===== src/assert_macros.svh =====
// assertion helper macros shared by the rtl
// expects a clock named clock and a synchronous active-high reset named reset
`ifndef ASSERT_MACROS_SVH
`define ASSERT_MACROS_SVH
`ifndef SYNTHESIS
`define CHK_ALWAYS(lbl, expr, msg) \
   lbl: assert property (@(posedge clock) disable iff (reset) (expr)) else $error(msg);
`define CHK_IMPLY(lbl, ante, cons, msg) \
   lbl: assert property (@(posedge clock) disable iff (reset) (ante) |-> (cons)) \
      else $error(msg);
`else
`define CHK_ALWAYS(lbl, expr, msg)
`define CHK_IMPLY(lbl, ante, cons, msg)
`endif
`endif


===== src/tgr_pkg.sv =====
// types, constants and helper functions for the touch gesture recognizer
// no dependencies
package tgr_pkg;

   localparam int NumRegions = 4;
   localparam int RegionIdxW = 2;
   localparam int FifoDepth = 4;
   localparam int FifoPtrW = 2;
   localparam int FifoCntW = 3;
   localparam logic [15:0] LongPressure = 16'd100;
   localparam logic [15:0] PollMax = 16'hFFFF;

   typedef enum logic [2:0] {
      EV_START = 3'd0,
      EV_UP    = 3'd1,
      EV_DOWN  = 3'd2,
      EV_LEFT  = 3'd3,
      EV_RIGHT = 3'd4,
      EV_SHORT = 3'd5,
      EV_LONG  = 3'd6,
      EV_END   = 3'd7
   } evt_code_type;

   typedef enum logic [2:0] {
      CSR_REGION_0     = 3'd0,
      CSR_REGION_1     = 3'd1,
      CSR_REGION_2     = 3'd2,
      CSR_REGION_3     = 3'd3,
      CSR_REGION_COUNT = 3'd4,
      CSR_LONG_POLLS   = 3'd5,
      CSR_MOVE_DELTA   = 3'd6,
      CSR_TOUCH_DELTA  = 3'd7
   } csr_addr_type;

   typedef struct packed {
      logic [15:0] y_high;
      logic [15:0] x_high;
      logic [15:0] y_low;
      logic [15:0] x_low;
   } region_type;

   typedef struct packed {
      logic                  last;
      logic [15:0]           pressure;
      logic [15:0]           y;
      logic [15:0]           x;
      logic [RegionIdxW-1:0] region;
      evt_code_type          code;
   } result_type;

   typedef struct packed {
      logic         hit;
      evt_code_type code;
   } cls_type;

   function automatic logic in_region(region_type rg, logic [15:0] x, logic [15:0] y);
      return (x >= rg.x_low) && (x < rg.x_high) && (y >= rg.y_low) && (y < rg.y_high);
   endfunction

   function automatic logic [15:0] abs_diff(logic [15:0] a, logic [15:0] b);
      return (a > b) ? (a - b) : (b - a);
   endfunction

   function automatic cls_type classify(logic [15:0] x, logic [15:0] y,
                                        logic [15:0] sx, logic [15:0] sy,
                                        logic [15:0] move_delta,
                                        logic [15:0] touch_delta);
      cls_type res;
      res.hit = 1'b1;
      res.code = EV_SHORT;
      if ((y < sy) && ((sy - y) > move_delta)) begin
         res.code = EV_UP;
      end else if ((y > sy) && ((y - sy) > move_delta)) begin
         res.code = EV_DOWN;
      end else if ((x < sx) && ((sx - x) > move_delta)) begin
         res.code = EV_LEFT;
      end else if ((x > sx) && ((x - sx) > move_delta)) begin
         res.code = EV_RIGHT;
      end else if ((abs_diff(x, sx) < touch_delta) && (abs_diff(y, sy) < touch_delta)) begin
         res.code = EV_SHORT;
      end else begin
         res.hit = 1'b0;
      end
      return res;
   endfunction

endpackage


===== src/touch_gesture_recognizer.sv =====
// Touch gesture recognizer: one polled touch sample in, zero to two gesture events out.
// A sample is registered, evaluated against the gesture state and its
// events are pushed into a four-entry result queue. One sample per cycle is taken;
// events leave one per cycle while rsp_tready is high, so a run of samples that each
// cause one event flows at full rate, and the input stalls only while the queue has
// fewer than two free slots. Uses tgr_pkg and assert_macros.svh.
`include "assert_macros.svh"

module touch_gesture_recognizer (
   input  logic        clock,
   input  logic        reset,
   // input samples
   input  logic        req_tvalid,
   output logic        req_tready,
   input  logic [47:0] req_tdata,   // pos_x, pos_y, pressure
   // gesture events
   output logic        rsp_tvalid,
   input  logic        rsp_tready,
   output logic [55:0] rsp_tdata,   // event_code, region_index, event_x, event_y,
                                    // event_pressure, zero fill
   output logic        rsp_tlast,
   // configuration
   input  logic        csr_we,
   input  logic [2:0]  csr_addr,
   input  logic [63:0] csr_wdata
);

   // configuration registers
   tgr_pkg::region_type region_ff [tgr_pkg::NumRegions];
   logic [2:0]  region_count_ff;
   logic [15:0] long_polls_ff;
   logic [15:0] move_delta_ff;
   logic [15:0] touch_delta_ff;

   // input stage
   logic        in_valid_ff, in_valid_in;
   logic [15:0] in_x_ff, in_y_ff, in_p_ff;
   logic        advance;

   // gesture state
   logic                           press_ff, press_in;
   logic [tgr_pkg::RegionIdxW-1:0] act_ff, act_in;
   logic [15:0]                    start_x_ff, start_x_in, start_y_ff, start_y_in;
   logic [15:0]                    last_x_ff, last_x_in, last_y_ff, last_y_in;
   logic                           moved_ff, moved_in, long_done_ff, long_done_in;
   logic [15:0]                    poll_ff, poll_in;

   // result queue
   tgr_pkg::result_type          fifo_mem_ff [tgr_pkg::FifoDepth];
   logic [tgr_pkg::FifoPtrW-1:0] wr_ptr_ff, rd_ptr_ff;
   logic [tgr_pkg::FifoCntW-1:0] cnt_ff, cnt_in;
   logic                         pop;

   // event assembly
   logic                           long_hit, sec_valid, found, leave;
   tgr_pkg::evt_code_type          sec_code;
   logic [tgr_pkg::RegionIdxW-1:0] sec_region, match_idx;
   tgr_pkg::cls_type               cls;
   tgr_pkg::result_type            ev0, ev1;
   logic [1:0]                     n_res;
   tgr_pkg::result_type            head;

   // configuration writes
   always_ff @(posedge clock) begin
      if (reset) begin
         for (int i = 0; i < tgr_pkg::NumRegions; i++) begin
            region_ff[i] <= '0;
         end
         region_count_ff <= 3'd0;
         long_polls_ff   <= 16'd36;
         move_delta_ff   <= 16'd120;
         touch_delta_ff  <= 16'd20;
      end else if (csr_we) begin
         unique case (tgr_pkg::csr_addr_type'(csr_addr))
            tgr_pkg::CSR_REGION_0, tgr_pkg::CSR_REGION_1,
            tgr_pkg::CSR_REGION_2, tgr_pkg::CSR_REGION_3: begin
               region_ff[csr_addr[tgr_pkg::RegionIdxW-1:0]] <= csr_wdata;
            end
            tgr_pkg::CSR_REGION_COUNT: region_count_ff <= csr_wdata[2:0];
            tgr_pkg::CSR_LONG_POLLS:   long_polls_ff   <= csr_wdata[15:0];
            tgr_pkg::CSR_MOVE_DELTA:   move_delta_ff   <= csr_wdata[15:0];
            tgr_pkg::CSR_TOUCH_DELTA:  touch_delta_ff  <= csr_wdata[15:0];
            default: ;
         endcase
      end
   end

   // input register
   assign advance    = in_valid_ff && (cnt_ff <= tgr_pkg::FifoCntW'(tgr_pkg::FifoDepth - 2));
   assign req_tready = !in_valid_ff || advance;

   always_comb begin
      in_valid_in = in_valid_ff;
      if (req_tready) begin
         in_valid_in = req_tvalid;
      end
   end

   always_ff @(posedge clock) begin
      if (reset) begin
         in_valid_ff <= 1'b0;
      end else begin
         in_valid_ff <= in_valid_in;
      end
      if (req_tready && req_tvalid) begin
         in_x_ff <= req_tdata[15:0];
         in_y_ff <= req_tdata[31:16];
         in_p_ff <= req_tdata[47:32];
      end
   end

   // first enabled region that holds the sample
   always_comb begin
      found = 1'b0;
      match_idx = '0;
      for (int i = tgr_pkg::NumRegions - 1; i >= 0; i--) begin
         if ((region_count_ff > 3'(i)) && tgr_pkg::in_region(region_ff[i], in_x_ff, in_y_ff)) begin
            found = 1'b1;
            match_idx = tgr_pkg::RegionIdxW'(i);
         end
      end
   end

   // gesture evaluation
   always_comb begin
      press_in     = press_ff;
      act_in       = act_ff;
      start_x_in   = start_x_ff;
      start_y_in   = start_y_ff;
      last_x_in    = last_x_ff;
      last_y_in    = last_y_ff;
      moved_in     = moved_ff;
      long_done_in = long_done_ff;
      poll_in      = poll_ff;
      long_hit     = 1'b0;
      sec_valid    = 1'b0;
      sec_code     = tgr_pkg::EV_START;
      sec_region   = act_ff;
      leave        = (in_p_ff == 16'd0) ||
                     !tgr_pkg::in_region(region_ff[act_ff], in_x_ff, in_y_ff);
      cls          = tgr_pkg::classify(in_x_ff, in_y_ff, start_x_ff, start_y_ff,
                                       move_delta_ff, touch_delta_ff);
      if (advance) begin
         if (press_ff) begin
            poll_in  = (poll_ff == tgr_pkg::PollMax) ? poll_ff : poll_ff + 16'd1;
            long_hit = !moved_ff && !long_done_ff && (poll_in >= long_polls_ff);
            long_done_in = long_done_ff || long_hit;
            if (leave) begin
               press_in = 1'b0;
               if (moved_ff || long_done_in) begin
                  sec_valid = 1'b1;
                  sec_code  = tgr_pkg::EV_END;
               end else if (cls.hit && (cls.code == tgr_pkg::EV_SHORT)) begin
                  sec_valid = 1'b1;
                  sec_code  = tgr_pkg::EV_SHORT;
               end
            end else if (!long_done_in) begin
               last_x_in = in_x_ff;
               last_y_in = in_y_ff;
               if (cls.hit && (cls.code != tgr_pkg::EV_SHORT)) begin
                  sec_valid = 1'b1;
                  sec_code  = cls.code;
                  moved_in  = 1'b1;
                  if ((cls.code == tgr_pkg::EV_UP) || (cls.code == tgr_pkg::EV_DOWN)) begin
                     start_y_in = in_y_ff;
                  end else begin
                     start_x_in = in_x_ff;
                  end
               end
            end
         end else if ((in_p_ff != 16'd0) && found) begin
            press_in     = 1'b1;
            act_in       = match_idx;
            poll_in      = 16'd0;
            start_x_in   = in_x_ff;
            start_y_in   = in_y_ff;
            last_x_in    = in_x_ff;
            last_y_in    = in_y_ff;
            moved_in     = 1'b0;
            long_done_in = 1'b0;
            sec_valid    = 1'b1;
            sec_code     = tgr_pkg::EV_START;
            sec_region   = match_idx;
         end
      end
   end

   // result entries in delivery order
   always_comb begin
      ev1.code     = sec_code;
      ev1.region   = sec_region;
      ev1.x        = in_x_ff;
      ev1.y        = in_y_ff;
      ev1.pressure = in_p_ff;
      ev1.last     = 1'b1;
      if (long_hit) begin
         ev0.code     = tgr_pkg::EV_LONG;
         ev0.region   = act_ff;
         ev0.x        = last_x_ff;
         ev0.y        = last_y_ff;
         ev0.pressure = tgr_pkg::LongPressure;
         ev0.last     = !sec_valid;
      end else begin
         ev0 = ev1;
      end
      n_res = {1'b0, long_hit} + {1'b0, sec_valid};
   end

   always_ff @(posedge clock) begin
      if (reset) begin
         press_ff     <= 1'b0;
         act_ff       <= '0;
         start_x_ff   <= 16'd0;
         start_y_ff   <= 16'd0;
         last_x_ff    <= 16'd0;
         last_y_ff    <= 16'd0;
         moved_ff     <= 1'b0;
         long_done_ff <= 1'b0;
         poll_ff      <= 16'd0;
      end else begin
         press_ff     <= press_in;
         act_ff       <= act_in;
         start_x_ff   <= start_x_in;
         start_y_ff   <= start_y_in;
         last_x_ff    <= last_x_in;
         last_y_ff    <= last_y_in;
         moved_ff     <= moved_in;
         long_done_ff <= long_done_in;
         poll_ff      <= poll_in;
      end
   end

   // result queue
   assign pop        = rsp_tvalid && rsp_tready;
   assign rsp_tvalid = (cnt_ff != '0);
   assign head       = fifo_mem_ff[rd_ptr_ff];
   assign rsp_tdata  = {3'b000, head.pressure, head.y, head.x, head.region, head.code};
   assign rsp_tlast  = head.last;
   assign cnt_in     = cnt_ff + tgr_pkg::FifoCntW'(n_res) - tgr_pkg::FifoCntW'(pop);

   always_ff @(posedge clock) begin
      if (reset) begin
         wr_ptr_ff <= '0;
         rd_ptr_ff <= '0;
         cnt_ff    <= '0;
      end else begin
         wr_ptr_ff <= wr_ptr_ff + tgr_pkg::FifoPtrW'(n_res);
         rd_ptr_ff <= rd_ptr_ff + tgr_pkg::FifoPtrW'(pop);
         cnt_ff    <= cnt_in;
      end
   end

   always_ff @(posedge clock) begin
      if (n_res != 2'd0) begin
         fifo_mem_ff[wr_ptr_ff] <= ev0;
      end
      if (n_res == 2'd2) begin
         fifo_mem_ff[wr_ptr_ff + tgr_pkg::FifoPtrW'(1)] <= ev1;
      end
   end

   `CHK_ALWAYS(a_cnt_bound, cnt_ff <= tgr_pkg::FifoCntW'(tgr_pkg::FifoDepth), "result queue overflow")
   `CHK_IMPLY(a_room_for_two, advance, cnt_ff <= tgr_pkg::FifoCntW'(tgr_pkg::FifoDepth - 2), "sample taken without room")
   `CHK_IMPLY(a_pair_long_end, n_res == 2'd2, (ev0.code == tgr_pkg::EV_LONG) && (ev1.code == tgr_pkg::EV_END), "unexpected event pair")
   `CHK_IMPLY(a_no_push_idle, !advance, n_res == 2'd0, "event pushed without a sample")

endmodule

===== config.mk =====
export PLATFORM = sky130hd
export DESIGN_NAME = touch_gesture_recognizer
export DESIGN_NICKNAME = d
export VERILOG_FILES = /design/src/tgr_pkg.sv /design/src/touch_gesture_recognizer.sv
export VERILOG_INCLUDE_DIRS = /design/src /design/src/src
export SDC_FILE = /design/constraint.sdc
export NUM_CORES = 2
export LEC_CHECK = 0
export BUFFER_PORTS_ARGS = -buffer_cell sky130_fd_sc_hd__buf_2
export CAP_MARGIN = 10
export CORE_ASPECT_RATIO = 2
export CORE_MARGIN = 2
export CORE_UTILIZATION = 58
export CTS_CLUSTER_SIZE = 12
export DETAILED_ROUTE_END_ITERATION = 10
export GPL_TIMING_DRIVEN = 0
export HOLD_SLACK_MARGIN = 0.02
export PLACE_DENSITY = 0.81
export REMOVE_ABC_BUFFERS = 1
export SYNTH_ARGS = -nofsm -noshare
export SYNTH_HDL_FRONTEND = slang
export SYNTH_SLANG_ARGS = --single-unit

===== constraint.sdc =====
create_clock -name clock -period 16.55 [get_ports clock]
set_clock_uncertainty 0.05 [all_clocks]
set_input_delay 1.655 -clock clock [delete_from_list [all_inputs] [get_ports clock]]
set_output_delay 1.655 -clock clock [all_outputs]
set_load 0.05 [all_outputs]

==> impl_metrics.toml <==
[outcome]
status = "completed"

[setup_path]
required_ns = 17.01
r2r_start = "in_x_ff[6]"
r2r-end = "fifo_mem_ff[1][20]"
worst-r2r-setup-slack_ns = 7.05
critPathMaxFanout = 33
number_of_cell_instances_on_the_worst_register_to_register_path = 26
timing.critical_path.from_type = "flop"
timing.setup.critical_path_class = "flop to flop"
cp_data_arrival_time_ns = 9.96
timing.critical_path.to_type = "flop"

[pwr]
cellPowerDensity_nw_per_um2 = 100
worst_ir_drop_vdd_uv = 130
leakagePower_nw = 19.9

[worst_hold_path]
hp-class = "flop to flop"
hp-start = "long_polls_ff[13]"
min_delay_worst_endpoint = "long_polls_ff[13]"
hold-path-cell-count = 2

[die]
chipWidth_um = 193
floorplan.io_pins = 179
dieArea_um2 = 73900
initial_utilization_pct = 58.7
rows = 138
die_h_um = 382
floorplan.core_area_um2 = 70800

[sta]
fmax_mhz = 105
finalHoldViolations = 0
timing.final.setup_violations = 0
timing.final.max_slew_violations = 0
worst_pin_slew_ns = 1.32
timing.final.crit_share_pct = 57.4
grt_setup_unrepaired = "no"
final.setup.worst_slack_ns = 7.05
maxSlewHeadroom_pct = 12.0
fin_crit_ns = 9.50
tns_ns = 0

[logic_synthesis]
syn_avg_cell_area_um2 = 10.5
synthFlopType = "edfxtp_1"
synth_sequential_area_ratio_pct = 44.4
synth_edf_count = 516
postSynthRegisterBits = 664
synth-async-reset-ratio_pct = 0
synthesis.instances = 3938
ys_types = 78
yosysWarnings = 0
post_synthesis_instance_area_um2 = 41500

[cts]
tritoncts_clock_tree = "built"
clock-root-buffer = "clkbuf_16"
post_cts_resized = 0
hold_buffers = 0
post_cts.repair.setup_buffers = 0
cts.htree.levels = 3
clock_insertion_delay_worst_skew_ns = 0.67
cts.sinks = 664
cts_buffers = 67
clock_path_buffers = 3
worst_setup_hold_path_clk_slew_ns = 0.06

[global_route]
grt_pass1_wl_mm = 185
first_global_vias = 33500
grt_usage_pct = 32.9
grt_overflow = 0
grt_antenna_before_repair = 3
largest_net_degree_at_the_start_of_global_routing = 87

[layout]
final_nets = 4669
antennaDiodeCount = 0
share_of_post_route_cells_with_drive_strength_above_1_pct = 12.0
layout.cells.most_common = "edfxtp_1"
area_grow_syn2layout_pct = 10.6
layout_common_cells = "edfxtp_1, inv_1, ha_1"

[place]
placement.io_buffers = 175
gp_congestion = 1.02
hpwl_detailed_mm = 88.0
dp_slack_ns = 7.48

[route]
wl_mm = 122
post-route-drc-count = 0
avgViaCountPerCell = 6.36
num_vias = 31900
drt.antenna.violating_nets = 0
drt-initial-drc-count = 2303
drt_pass_1_iters = 5
wire_per_inst_um = 24.3

[job]
maxCapViolations = 0
how the worst max path moves through the flow:
stage | startpoint | end | slack, ns | depth (start not counted)
3_5_place_dp | in_x_ff[1] | fifo_mem_ff[1][34] | 7.48 | 26
5_1_grt | in_x_ff[1] | fifo_mem_ff[1][10] | 6.74 | 25
3_3_place_gp | csr_addr[1] | region_ff[1][49] | 3.22 | 3
4_1_cts | in_x_ff[1] | fifo_mem_ff[1][20] | 7.37 | 26
2_1_floorplan | csr_addr[1] | region_ff[1][0] | 8.62 | 2
6_report | in_x_ff[6] | fifo_mem_ff[1][20] | 7.05 | 26
cell usage after synthesis, types with 6 or more instances:
cell / instances / area [µm²]
a211o_1: 6 / 52.6
a211oi_1: 48 / 360
a21boi_0: 8 / 60.1
a21o_1: 87 / 653
a21oi_1: 223 / 1120
a221oi_1: 8 / 70.1
a22o_1: 129 / 1130
a22oi_1: 6 / 45.0
a31oi_1: 9 / 56.3
and2_1: 43 / 269
and3_1: 59 / 369
and4_1: 12 / 105
buf_1: 12 / 45.0
buf_2: 16 / 80.1
clkbuf_1: 133 / 499
dfxtp_1: 148 / 2960
edfxtp_1: 516 / 15500
ha_1: 489 / 6120
inv_1: 504 / 1890
mux2_2: 29 / 327
mux2i_1: 71 / 711
mux4_2: 116 / 2610
nand2_1: 374 / 1400
nand2b_1: 27 / 169
nand3_1: 47 / 235
nand4_1: 70 / 438
nor2_1: 311 / 1170
nor2b_1: 42 / 263
nor3_1: 39 / 195
nor4_1: 16 / 100
o211ai_1: 26 / 195
o21a_1: 14 / 105
o21ai_0: 110 / 551
o21bai_1: 10 / 75.1
o22ai_1: 9 / 56.3
or3_1: 8 / 50.1
xnor2_1: 43 / 377
xor2_1: 30 / 263
routing by layer:
layer	track usage (%)	vias up	wire length, µm
li1	-	14400	-
met3	6.19	669	8480
met4	32.8	6	13600
met5	0	-	46
met2	59.3	1596	62400
met1	30.2	15300	37300
through the flow:
| stage | hold slack, ns | utilization [%] | std cells | area (µm²) | power, W |
|---|---|---|---|---|---|
| detailed placement | 0.397 | 61.8 | 4892 | 43800 | 0.00314 |
| global route | 0.426 | 64.9 | 5018 | 45900 | 0.00475 |
| global placement | 0.393 | 60.6 | 4858 | 42900 | 0.00312 |
| finish | 0.404 | 64.9 | 5018 | 45900 | 0.00459 |
| CTS | 0.405 | 64.8 | 5014 | 45800 | 0.00459 |
| floorplan | 0.380 | - | 3773 | 40900 | 0.00278 |
worst max-delay path, cell delays in order, from the launching register on:
cell and delay [ns]:
edfxtp_1 1.13, inv_1 0.11, ha_1 0.45, a21oi_1 0.35
nor2b_1 0.09, o21ai_0 0.60, nand2b_1 0.18, a21o_1 0.21
a21oi_1 0.16, o211ai_1 0.14, xor2_1 0.19, ha_1 0.29
nand3_1 0.10, nor4_1 0.78, o21ai_0 0.47, o211ai_1 0.26
a22oi_1 0.17, a21o_1 0.26, o221ai_1 0.39, nand2_1 0.13
and2_1 0.20, ha_1 0.20, inv_1 0.12, nand2_1 0.21
o21ai_2 0.90, and2_2 0.85, a22o_1 0.28
sequential cells by signal, indices dropped and copies added, names as in the netlist, 3 cells and up:
register,cells
cnt_ff,3
fifo_mem_ff,216
in_p_ff,16
in_x_ff,16
in_y_ff,16
last_x_ff,16
last_y_ff,16
long_polls_ff,16
move_delta_ff,16
poll_ff,16
region_count_ff,3
region_ff,256
start_x_ff,16
start_y_ff,16
touch_delta_ff,16
where the power goes:
part / internal, W / total (W) / switching, W
logic: 0.000421 / 0.00115 / 0.000726
clock network: 0.000791 / 0.00147 / 0.000681
registers: 0.00186 / 0.00197 / 0.000115
total: 0.00307 / 0.00459 / 0.00152
kinds of logic after synthesis:
family | synth area share (%)
adder cells (fa/ha/maj) | 15.0
multiplexers | 8.84
flip-flops | 44.4
other | 0.00903
XOR/XNOR | 1.54
AO/OA/AOI/OAI | 12.1
AND/OR/NAND/NOR | 11.9
buffers and inverters | 6.21
area by class of cell:
type	count	area [µm²]
Tap cell	910	1140
Multi-Input combinational cell	2603	20600
Clock buffer	110	1880
Inverter	506	1900
Clock inverter	12	189
Sequential cell	664	18500
Timing Repair Buffer	213	1680
Fill cell	5412	24900
No activity file was read; power rests on OpenSTA's default activity.
